<file path="src/sv/gms_pkg.sv">
// Shared types, codes and field layout for the gimbal mode supervisor.
// Used by gms_next_mode, gimbal_mode_supervisor and gms_checker.
package gms_pkg;

  localparam int TICK_BITS   = 32;
  localparam int TARGET_BITS = 64;

  typedef enum logic [2:0] {
    MODE_DISABLE = 3'd0,
    MODE_STARTUP = 3'd1,
    MODE_MANUAL  = 3'd2,
    MODE_AIMBOT  = 3'd3,
    MODE_REALIGN = 3'd4,
    MODE_YAWCTR  = 3'd5,
    MODE_FFVER   = 3'd6,
    MODE_IDENT   = 3'd7
  } mode_t;

  typedef enum logic [2:0] {
    WHY_NONE      = 3'd0,
    WHY_INIT      = 3'd1,
    WHY_REQ       = 3'd2,
    WHY_LOST      = 3'd3,
    WHY_RECOV     = 3'd4,
    WHY_FALL      = 3'd5,
    WHY_REACHED   = 3'd6,
    WHY_POWER_OFF = 3'd7
  } why_t;

  typedef enum logic [1:0] {
    PROF_NORMAL = 2'd0,
    PROF_FFVER  = 2'd1,
    PROF_IDENT  = 2'd2
  } profile_t;

  // Request flags that steer the mode transition.
  typedef struct packed {
    logic  input_ok;
    mode_t wanted_mode;
    logic  yaw_center_needed;
    logic  chassis_fallen;
    logic  startup_done;
  } req_t;

  // Transition decision for one frame.
  typedef struct packed {
    logic  move;
    mode_t mode;
    why_t  why;
  } trans_t;

  // Input item layout, lowest bit first.
  localparam int IN_OK_LSB    = 0;
  localparam int IN_WANT_LSB  = 1;
  localparam int IN_YAW_LSB   = 4;
  localparam int IN_FALL_LSB  = 5;
  localparam int IN_DONE_LSB  = 6;
  localparam int IN_PREF_LSB  = 7;
  localparam int IN_HOK_LSB   = 8;
  localparam int IN_HAIM_LSB  = 9;
  localparam int IN_RAIM_LSB  = IN_HAIM_LSB + TARGET_BITS;
  localparam int IN_NOW_LSB   = IN_RAIM_LSB + TARGET_BITS;
  localparam int IN_BITS      = IN_NOW_LSB + TICK_BITS;
  localparam int IN_W         = ((IN_BITS + 7) / 8) * 8;

  // Result item layout, lowest bit first.
  localparam int OUT_MODE_LSB = 0;
  localparam int OUT_CHG_LSB  = 3;
  localparam int OUT_WHY_LSB  = 4;
  localparam int OUT_ELA_LSB  = 7;
  localparam int OUT_DRV_LSB  = OUT_ELA_LSB + TICK_BITS;
  localparam int OUT_ALN_LSB  = OUT_DRV_LSB + 1;
  localparam int OUT_YFB_LSB  = OUT_ALN_LSB + 1;
  localparam int OUT_HOST_LSB = OUT_YFB_LSB + 1;
  localparam int OUT_AIM_LSB  = OUT_HOST_LSB + 1;
  localparam int OUT_PROF_LSB = OUT_AIM_LSB + TARGET_BITS;
  localparam int OUT_BITS     = OUT_PROF_LSB + 2;
  localparam int OUT_W        = ((OUT_BITS + 7) / 8) * 8;

endpackage

</file>
<file path="src/sv/gms_next_mode.sv">
// Per-mode priority rules of the gimbal mode supervisor.
// Depends on gms_pkg for the mode, reason and request types.
module gms_next_mode
  import gms_pkg::*;
(
  input  mode_t  cur_mode,
  input  req_t   req,
  output trans_t trans
);

  logic  dis_hit;
  why_t  dis_why;
  logic  safe_hit;
  mode_t safe_mode;
  why_t  safe_why;

  // Disable first, then yaw centering, then chassis fall.
  always_comb begin
    dis_hit   = !req.input_ok || (req.wanted_mode == MODE_DISABLE);
    dis_why   = req.input_ok ? WHY_REQ : WHY_LOST;
    safe_hit  = 1'b1;
    safe_mode = MODE_DISABLE;
    safe_why  = dis_why;
    if (dis_hit) begin
      safe_mode = MODE_DISABLE;
    end else if (req.yaw_center_needed) begin
      safe_mode = MODE_YAWCTR;
      safe_why  = WHY_RECOV;
    end else if (req.chassis_fallen) begin
      safe_mode = MODE_REALIGN;
      safe_why  = WHY_FALL;
    end else begin
      safe_hit = 1'b0;
    end
  end

  always_comb begin
    trans = '{move: 1'b0, mode: cur_mode, why: WHY_NONE};
    case (cur_mode)
      MODE_DISABLE: begin
        if (dis_hit) begin
          trans.move = 1'b0;
        end else if (safe_hit) begin
          trans = '{move: 1'b1, mode: safe_mode, why: safe_why};
        end else if (req.wanted_mode == MODE_IDENT) begin
          trans = '{move: 1'b1, mode: MODE_IDENT, why: WHY_REQ};
        end else if (req.wanted_mode == MODE_FFVER) begin
          trans = '{move: 1'b1, mode: MODE_FFVER, why: WHY_REQ};
        end else begin
          trans = '{move: 1'b1, mode: MODE_STARTUP, why: WHY_REQ};
        end
      end
      MODE_STARTUP, MODE_MANUAL, MODE_AIMBOT: begin
        if (safe_hit) begin
          trans = '{move: 1'b1, mode: safe_mode, why: safe_why};
        end else if (req.wanted_mode == MODE_IDENT) begin
          trans = '{move: 1'b1, mode: MODE_IDENT, why: WHY_REQ};
        end else if (req.wanted_mode == MODE_FFVER) begin
          trans = '{move: 1'b1, mode: MODE_FFVER, why: WHY_REQ};
        end else if (cur_mode == MODE_STARTUP) begin
          if (req.startup_done) begin
            trans = '{move: 1'b1,
                      mode: (req.wanted_mode == MODE_AIMBOT) ? MODE_AIMBOT : MODE_MANUAL,
                      why: WHY_REACHED};
          end
        end else if (cur_mode == MODE_MANUAL) begin
          if (req.wanted_mode == MODE_AIMBOT) begin
            trans = '{move: 1'b1, mode: MODE_AIMBOT, why: WHY_REQ};
          end
        end else begin
          if (req.wanted_mode != MODE_AIMBOT) begin
            trans = '{move: 1'b1, mode: MODE_MANUAL, why: WHY_REQ};
          end
        end
      end
      MODE_REALIGN: begin
        if (dis_hit) begin
          trans = '{move: 1'b1, mode: MODE_DISABLE, why: dis_why};
        end else if (req.yaw_center_needed) begin
          trans = '{move: 1'b1, mode: MODE_YAWCTR, why: WHY_RECOV};
        end else if (!req.chassis_fallen) begin
          trans = '{move: 1'b1, mode: MODE_STARTUP, why: WHY_REACHED};
        end
      end
      MODE_YAWCTR: begin
        if (dis_hit) begin
          trans = '{move: 1'b1, mode: MODE_DISABLE, why: dis_why};
        end else if (req.yaw_center_needed) begin
          trans.move = 1'b0;
        end else if (req.chassis_fallen) begin
          trans = '{move: 1'b1, mode: MODE_REALIGN, why: WHY_REACHED};
        end else begin
          trans = '{move: 1'b1, mode: MODE_STARTUP, why: WHY_REACHED};
        end
      end
      MODE_FFVER: begin
        if (safe_hit) begin
          trans = '{move: 1'b1, mode: safe_mode, why: safe_why};
        end else if (req.wanted_mode != MODE_FFVER) begin
          trans = '{move: 1'b1,
                    mode: (req.wanted_mode == MODE_IDENT) ? MODE_IDENT : MODE_STARTUP,
                    why: WHY_REQ};
        end
      end
      MODE_IDENT: begin
        if (safe_hit) begin
          trans = '{move: 1'b1, mode: safe_mode, why: safe_why};
        end else if (req.wanted_mode != MODE_IDENT) begin
          trans = '{move: 1'b1,
                    mode: (req.wanted_mode == MODE_FFVER) ? MODE_FFVER : MODE_STARTUP,
                    why: WHY_REQ};
        end
      end
      default: begin
        trans = '{move: 1'b0, mode: cur_mode, why: WHY_NONE};
      end
    endcase
  end

endmodule

</file>
<file path="src/sv/gimbal_mode_supervisor.sv">
// Top level of the gimbal mode supervisor: input register, mode state and result register.
// Depends on gms_pkg and gms_next_mode.
//
// Usage: each item on the s_ channel is one control-frame request; each request yields
// exactly one result item on the m_ channel, in order. The block holds the current gimbal
// mode and the tick at which that mode was entered, and applies the per-mode priority
// rules (disable or input loss, yaw centering, chassis fall, test requests, operator
// modes), making at most one transition per frame.
// An accepted item is held in the input register; the transition logic then writes the
// mode state and the result register, whose item is then shown on m_tdata.
// Throughput is one item per cycle while m_tready stays high; the mode state is updated
// as each item leaves the input register, so the next item already sees the new mode.
// Reset (synchronous, active high) empties both registers, returns the mode to disable
// and clears the entry tick to zero.
// When the receiver stalls, the result holds on m_tdata; the input register keeps taking
// one more item, and s_tready drops only while both registers are full and m_tready is low.
module gimbal_mode_supervisor
  import gms_pkg::*;
(
  input  logic             clk,
  input  logic             rst,
  input  logic             s_tvalid,
  output logic             s_tready,
  // From bit 0: input_ok, wanted_mode, yaw_center_needed, chassis_fallen, startup_done,
  // prefer_host, host_ok, host_aim, rc_aim, now_ms, zero fill.
  input  logic [IN_W-1:0]  s_tdata,
  output logic             m_tvalid,
  input  logic             m_tready,
  // From bit 0: mode, mode_changed, why, elapsed_ms, drive_enable, align_forward,
  // yaw_motor_feedback, source_is_host, aim, profile code, zero fill.
  output logic [OUT_W-1:0] m_tdata
);

  // Input register.
  logic               in_valid;
  logic [IN_BITS-1:0] in_data;

  // Mode state.
  mode_t                cur_mode;
  mode_t                cur_mode_next;
  logic [TICK_BITS-1:0] enter_tick;
  logic [TICK_BITS-1:0] enter_tick_next;

  // Result register.
  logic                  out_valid;
  logic [OUT_BITS-1:0]   out_data;
  logic [OUT_BITS-1:0]   out_data_next;

  logic                   out_free;
  logic                   advance;
  req_t                   req;
  trans_t                 trans;
  logic                   prefer_host;
  logic                   host_ok;
  logic [TARGET_BITS-1:0] host_aim;
  logic [TARGET_BITS-1:0] rc_aim;
  logic [TICK_BITS-1:0]   now_ms;
  logic [TICK_BITS-1:0]   elapsed_ms;
  logic                   source_is_host;
  profile_t               profile_code;

  assign out_free = !out_valid || m_tready;
  assign advance  = in_valid && out_free;
  assign s_tready = !in_valid || out_free;

  always_ff @(posedge clk) begin
    if (rst) begin
      in_valid <= 1'b0;
    end else if (s_tready) begin
      in_valid <= s_tvalid;
    end
    if (s_tready && s_tvalid) begin
      in_data <= s_tdata[IN_BITS-1:0];
    end
  end

  // Unpack the held request.
  always_comb begin
    req.input_ok          = in_data[IN_OK_LSB];
    req.wanted_mode       = mode_t'(in_data[IN_WANT_LSB +: 3]);
    req.yaw_center_needed = in_data[IN_YAW_LSB];
    req.chassis_fallen    = in_data[IN_FALL_LSB];
    req.startup_done      = in_data[IN_DONE_LSB];
  end
  assign prefer_host = in_data[IN_PREF_LSB];
  assign host_ok     = in_data[IN_HOK_LSB];
  assign host_aim    = in_data[IN_HAIM_LSB +: TARGET_BITS];
  assign rc_aim      = in_data[IN_RAIM_LSB +: TARGET_BITS];
  assign now_ms      = in_data[IN_NOW_LSB +: TICK_BITS];

  gms_next_mode u_next_mode (
    .cur_mode (cur_mode),
    .req      (req),
    .trans    (trans)
  );

  // A transition restarts the entry tick, so elapsed time reads zero on that frame.
  always_comb begin
    cur_mode_next   = trans.move ? trans.mode : cur_mode;
    enter_tick_next = trans.move ? now_ms : enter_tick;
    elapsed_ms      = now_ms - enter_tick_next;
    source_is_host  = (cur_mode_next == MODE_AIMBOT) && prefer_host && host_ok;
    case (cur_mode_next)
      MODE_FFVER: profile_code = PROF_FFVER;
      MODE_IDENT: profile_code = PROF_IDENT;
      default:    profile_code = PROF_NORMAL;
    endcase
    out_data_next = {
      profile_code,
      source_is_host ? host_aim : rc_aim,
      source_is_host,
      (cur_mode_next == MODE_STARTUP) || (cur_mode_next == MODE_YAWCTR) ||
        (cur_mode_next == MODE_FFVER) || (cur_mode_next == MODE_IDENT),
      cur_mode_next == MODE_REALIGN,
      cur_mode_next != MODE_DISABLE,
      elapsed_ms,
      trans.move ? trans.why : WHY_NONE,
      trans.move,
      cur_mode_next
    };
  end

  always_ff @(posedge clk) begin
    if (rst) begin
      cur_mode   <= MODE_DISABLE;
      enter_tick <= '0;
      out_valid  <= 1'b0;
    end else begin
      if (advance) begin
        cur_mode   <= cur_mode_next;
        enter_tick <= enter_tick_next;
      end
      if (out_free) begin
        out_valid <= in_valid;
      end
    end
    if (advance) begin
      out_data <= out_data_next;
    end
  end

  assign m_tvalid = out_valid;
  assign m_tdata  = OUT_W'(out_data);

endmodule

</file>
<file path="config.mk">
export PLATFORM = sky130hd
export DESIGN_NAME = gimbal_mode_supervisor
export DESIGN_NICKNAME = d
export VERILOG_FILES = /design/src/sv/gms_pkg.sv /design/src/sv/gms_next_mode.sv /design/src/sv/gimbal_mode_supervisor.sv
export SDC_FILE = /design/constraint.sdc
export NUM_CORES = 1
export LEC_CHECK = 0
export BUFFER_PORTS_ARGS = -buffer_cell sky130_fd_sc_hd__buf_4
export CORE_ASPECT_RATIO = 1.2
export CORE_UTILIZATION = 52
export CTS_CLUSTER_SIZE = 24
export DETAILED_ROUTE_END_ITERATION = 8
export PLACE_DENSITY_LB_ADDON = 0.25
export SYNTH_ARGS = -nofsm -noshare
export SYNTH_HDL_FRONTEND = slang
export SYNTH_SLANG_ARGS = --single-unit
</file>
<file path="constraint.sdc">
create_clock -name clk -period 6.9 [get_ports clk]
set_input_delay 0 -clock clk [delete_from_list [all_inputs] [get_ports clk]]
set_output_delay 0 -clock clk [all_outputs]
set_load 0.005 [all_outputs]
</file>
==> flow_summary_export.csv <==
group,metric,value,unit
routing,drt_iter0_markers,486,
routing,ant_nets,0,
cells_and_area,num-fill-cells,1440,
worst_setup_path,cp-start-kind,"flop",
run,cap_violations,0,
timing,fmax,189,MHz
min_path,hold_end,"in_data[77]",
cells_and_area,multi_input_area,3670,um2
grt,grt_pass1_vias,9158,
floorplanning,dieArea,25500,um2
grt,grt_max_degree,171,
yosys,ys_seq_area_frac,0.702,
timing,setup-violations-final,0,
floorplanning,fp.dieH,175,um
placed_design,dp_cells,1420,
cells_and_area,drive_gt1_frac,0.308,
clocking,clkSlewWorstSetupHoldPaths,0.07,ns
clocking,cts_buffer_depth,3,
timing,finalCritPeriodShare,0.768,
clocking,h-tree-depth,1,
yosys,synth_top_area_frac,0.645,
routing,wire_per_inst,19.3,um
worst_setup_path,required,7.20,ns
worst_setup_path,critPathMaxFanout,21,
routing,detail_route.wirelength,31900,um
yosys,ys_warn_count,0,
timing,tns,0,ns
power,vdd_drop_max,0.220,mV
floorplanning,die_w,146,um
yosys,yosys-top-cells-area,"edfxtp_1 (64%), dfxtp_1 (5.7%), mux2_2 (5.6%)",
power,cellLeakagePower,7.10,nW
placed_design,hpwl,18200,um
yosys,synth_top_area_cell,"edfxtp_1",
yosys,syn_area,12900,um2
clocking,numCtsBuffers,31,
yosys,netlist_instances,843,
clocking,cts-resized-gates,0,
grt,antenna_found_initial,2,
timing,worst_pin_slew,1.01,ns
worst_setup_path,r2r-start,"in_data[2]",
yosys,async_reset_ff_frac,0,
cells_and_area,seqCellArea,9090,um2
yosys,syn_area_per_cell,15.4,um2
timing,final_hold_viol_count,0,
worst_setup_path,critical_path_class,"flop to flop",
timing,fin_ws,1.60,ns
grt,grt_pass1_wl,48600,um
placed_design,port_buffers,283,
worst_setup_path,r2r_cells,16,
clocking,cts_tree,"yes",
yosys,synth_seq_cells,315,
clocking,clock-sinks,315,
worst_setup_path,arrival,5.60,ns
routing,viasPerCell,5.31,
timing,layout_min_cycle_time,5.30,ns
floorplanning,rows,62,
cells_and_area,fin_cells,1652,
worst_setup_path,r2r-end,"out_data[37]",
cells_and_area,area_growth,39.7,%
power,pwr_density_cell,254,nW/um2
min_path,hold-path-cell-count,2,
floorplanning,initial_utilization,0.535,
yosys,synth_cell_type_count,59,
timing,finalMaxSlewViolations,0,
clocking,insertion_delay,0.56,ns
routing,vias,8768,
min_path,min_from,"s_tdata[77]",
cells_and_area,layout.nets,1523,
grt,track_usage,0.247,
status,status,"finished, final reports clean",
worst_setup_path,worstSetupEndpointType,"flop",
timing,relSlewSlack,0.329,
routing,route.detailed.drc,0,
floorplanning,core_area,24200,um2
worst_setup_path,r2r_slack,1.60,ns
floorplanning,io_pins,294,
min_path,min_path_type,"primary input to flop",
placed_design,place_ws,1.56,ns
yosys,synth_edf_count,278,
timing,rsz0062_at_grt,"no",
timing,finClkSkew,0.0157,ns
yosys,synth_ff_type,"edfxtp_1",
placed_design,place_congestion,0.846,
grt,grt_overflow,0,
clocking,cts_root_buffer,"clkbuf_16",
routing,dr.pass1.iters,5,
-- cell usage after synthesis, drive strengths merged (3+ instances only) --
library cell / number
a211oi: 31
nand3: 8
buf: 13
nor2: 63
dfxtp: 37
and4: 3
nor2b: 12
mux2: 64
and3: 3
a31oi: 6
nor3: 8
o21ai: 12
a221oi: 4
nand2: 33
and2: 5
edfxtp: 278
mux2i: 33
inv: 18
xnor2: 17
ha: 34
xor2: 14
o31ai: 6
clkbuf: 20
o21bai: 9
a21o: 26
nand2b: 9
a21oi: 42
o221ai: 3
-- flip-flops by register name, indices dropped and copies added, names as in the netlist --
name        flops
enter_tick     32
m_tvalid        1
in_data       169
in_valid        1
cur_mode        3
out_data      109
-- repair_timing --
action | 4_1_cts | 5_1_grt
hold endpoints to repair | 206 | 0
buffers inserted | 0 | 0
hold buffers | 175 | 0
-- placed cells by master (no fill, tap or decap), types with 6 or more instances in the layout --
master / Yosys / routed
a21oi_1: 41 / 41
dlygate4sd3_1: 0 / 175
nor2_1: 63 / 62
nor3_1: 8 / 8
inv_1: 16 / 16
a31oi_1: 6 / 6
clkbuf_1: 20 / 10
nand3_1: 8 / 8
mux2i_1: 33 / 33
ha_1: 34 / 34
xor2_1: 14 / 14
nor2b_1: 12 / 11
dfxtp_1: 37 / 37
a21o_1: 26 / 26
edfxtp_1: 278 / 278
a211oi_1: 31 / 31
mux2_2: 64 / 64
xnor2_1: 17 / 17
nand2b_1: 9 / 9
nand2_1: 33 / 33
clkbuf_16: 0 / 31
o21ai_0: 12 / 12
o21bai_1: 9 / 9
buf_4: 3 / 287
-- metrics by stage --
stage | power (W) | instance area (um2) | hold slack, ns | utilization
floorplan | 0.00271 | 13000 | 0.0989 | -
global placement | 0.00292 | 15400 | 0.178 | 0.636
detailed placement | 0.00294 | 15400 | 0.179 | 0.636
CTS | 0.00457 | 18100 | 0.143 | 0.747
global route | 0.00476 | 18100 | 0.147 | 0.747
finish | 0.00459 | 18100 | 0.156 | 0.747
-- critical path: stages, from the launching register on --
cell and delay, ns:
edfxtp_1 0.49, o31ai_4 0.43, a21oi_1 0.12, o31ai_2 0.46, nor2_1 0.27, inv_2 0.53, mux2i_1 0.37, ha_1 0.32
a21oi_1 0.21, o21ai_0 0.16, a22o_1 0.26, a221oi_1 0.24, nand3_1 0.25, a21oi_1 0.27, o31ai_1 0.19, a311oi_1 0.36
xnor2_1 0.10
-- area by class of cell --
cell class | instances | area share
Antenna cell | 2 | 0.000277
Clock buffer | 44 | 0.0472
Clock inverter | 11 | 0.00450
Inverter | 18 | 0.00373
Multi-Input combinational cell | 479 | 0.203
Sequential cell | 315 | 0.502
Tap cell | 320 | 0.0221
Timing Repair Buffer | 463 | 0.217
-- routing by layer --
metal / part of all wire / vias to the layer above / routed length, um / track usage
met2: 0.51 / 357 / 16200 / 0.444
met3: 0.077 / 58 / 2470 / 0.0634
met1: 0.39 / 4210 / 12400 / 0.288
li1: - / 4143 / - / -
met4: 0.028 / 0 / 888 / 0.0790
met5: 0 / - / 0 / 0
-- worst max-delay path by stage --
stage / from / endpoint / slack [ns] / cells after the start
6_report: in_data[2] / out_data[37] / 1.60 / 16
5_1_grt: in_data[1] / out_data[37] / 1.17 / 16
4_1_cts: in_data[2] / out_data[37] / 1.55 / 16
3_5_place_dp: in_data[2] / out_data[37] / 1.56 / 16
3_3_place_gp: in_data[1] / out_data[37] / 1.71 / 16
2_1_floorplan: m_tvalid / in_data[0] / 1.93 / 3
-- where the power goes --
part / internal (W) / total, W / switching, W
Sequential: 0.00223 / 0.00228 / 0.0000521
Clock: 0.000892 / 0.00158 / 0.000693
Combinational: 0.000370 / 0.000717 / 0.000347
Total: 0.00349 / 0.00459 / 0.00109
-- kinds of logic after synthesis --
family / count (synthesis) / synth area share
mux: 97 / 0.0812
compound gates: 154 / 0.0842
xor+xnor: 31 / 0.0210
buf+inv: 51 / 0.0166
other cells: 1 / 0.000290
simple gates: 158 / 0.0594
flops: 315 / 0.702
fa+ha+maj: 36 / 0.0352
(Power assumes the default switching activity.)
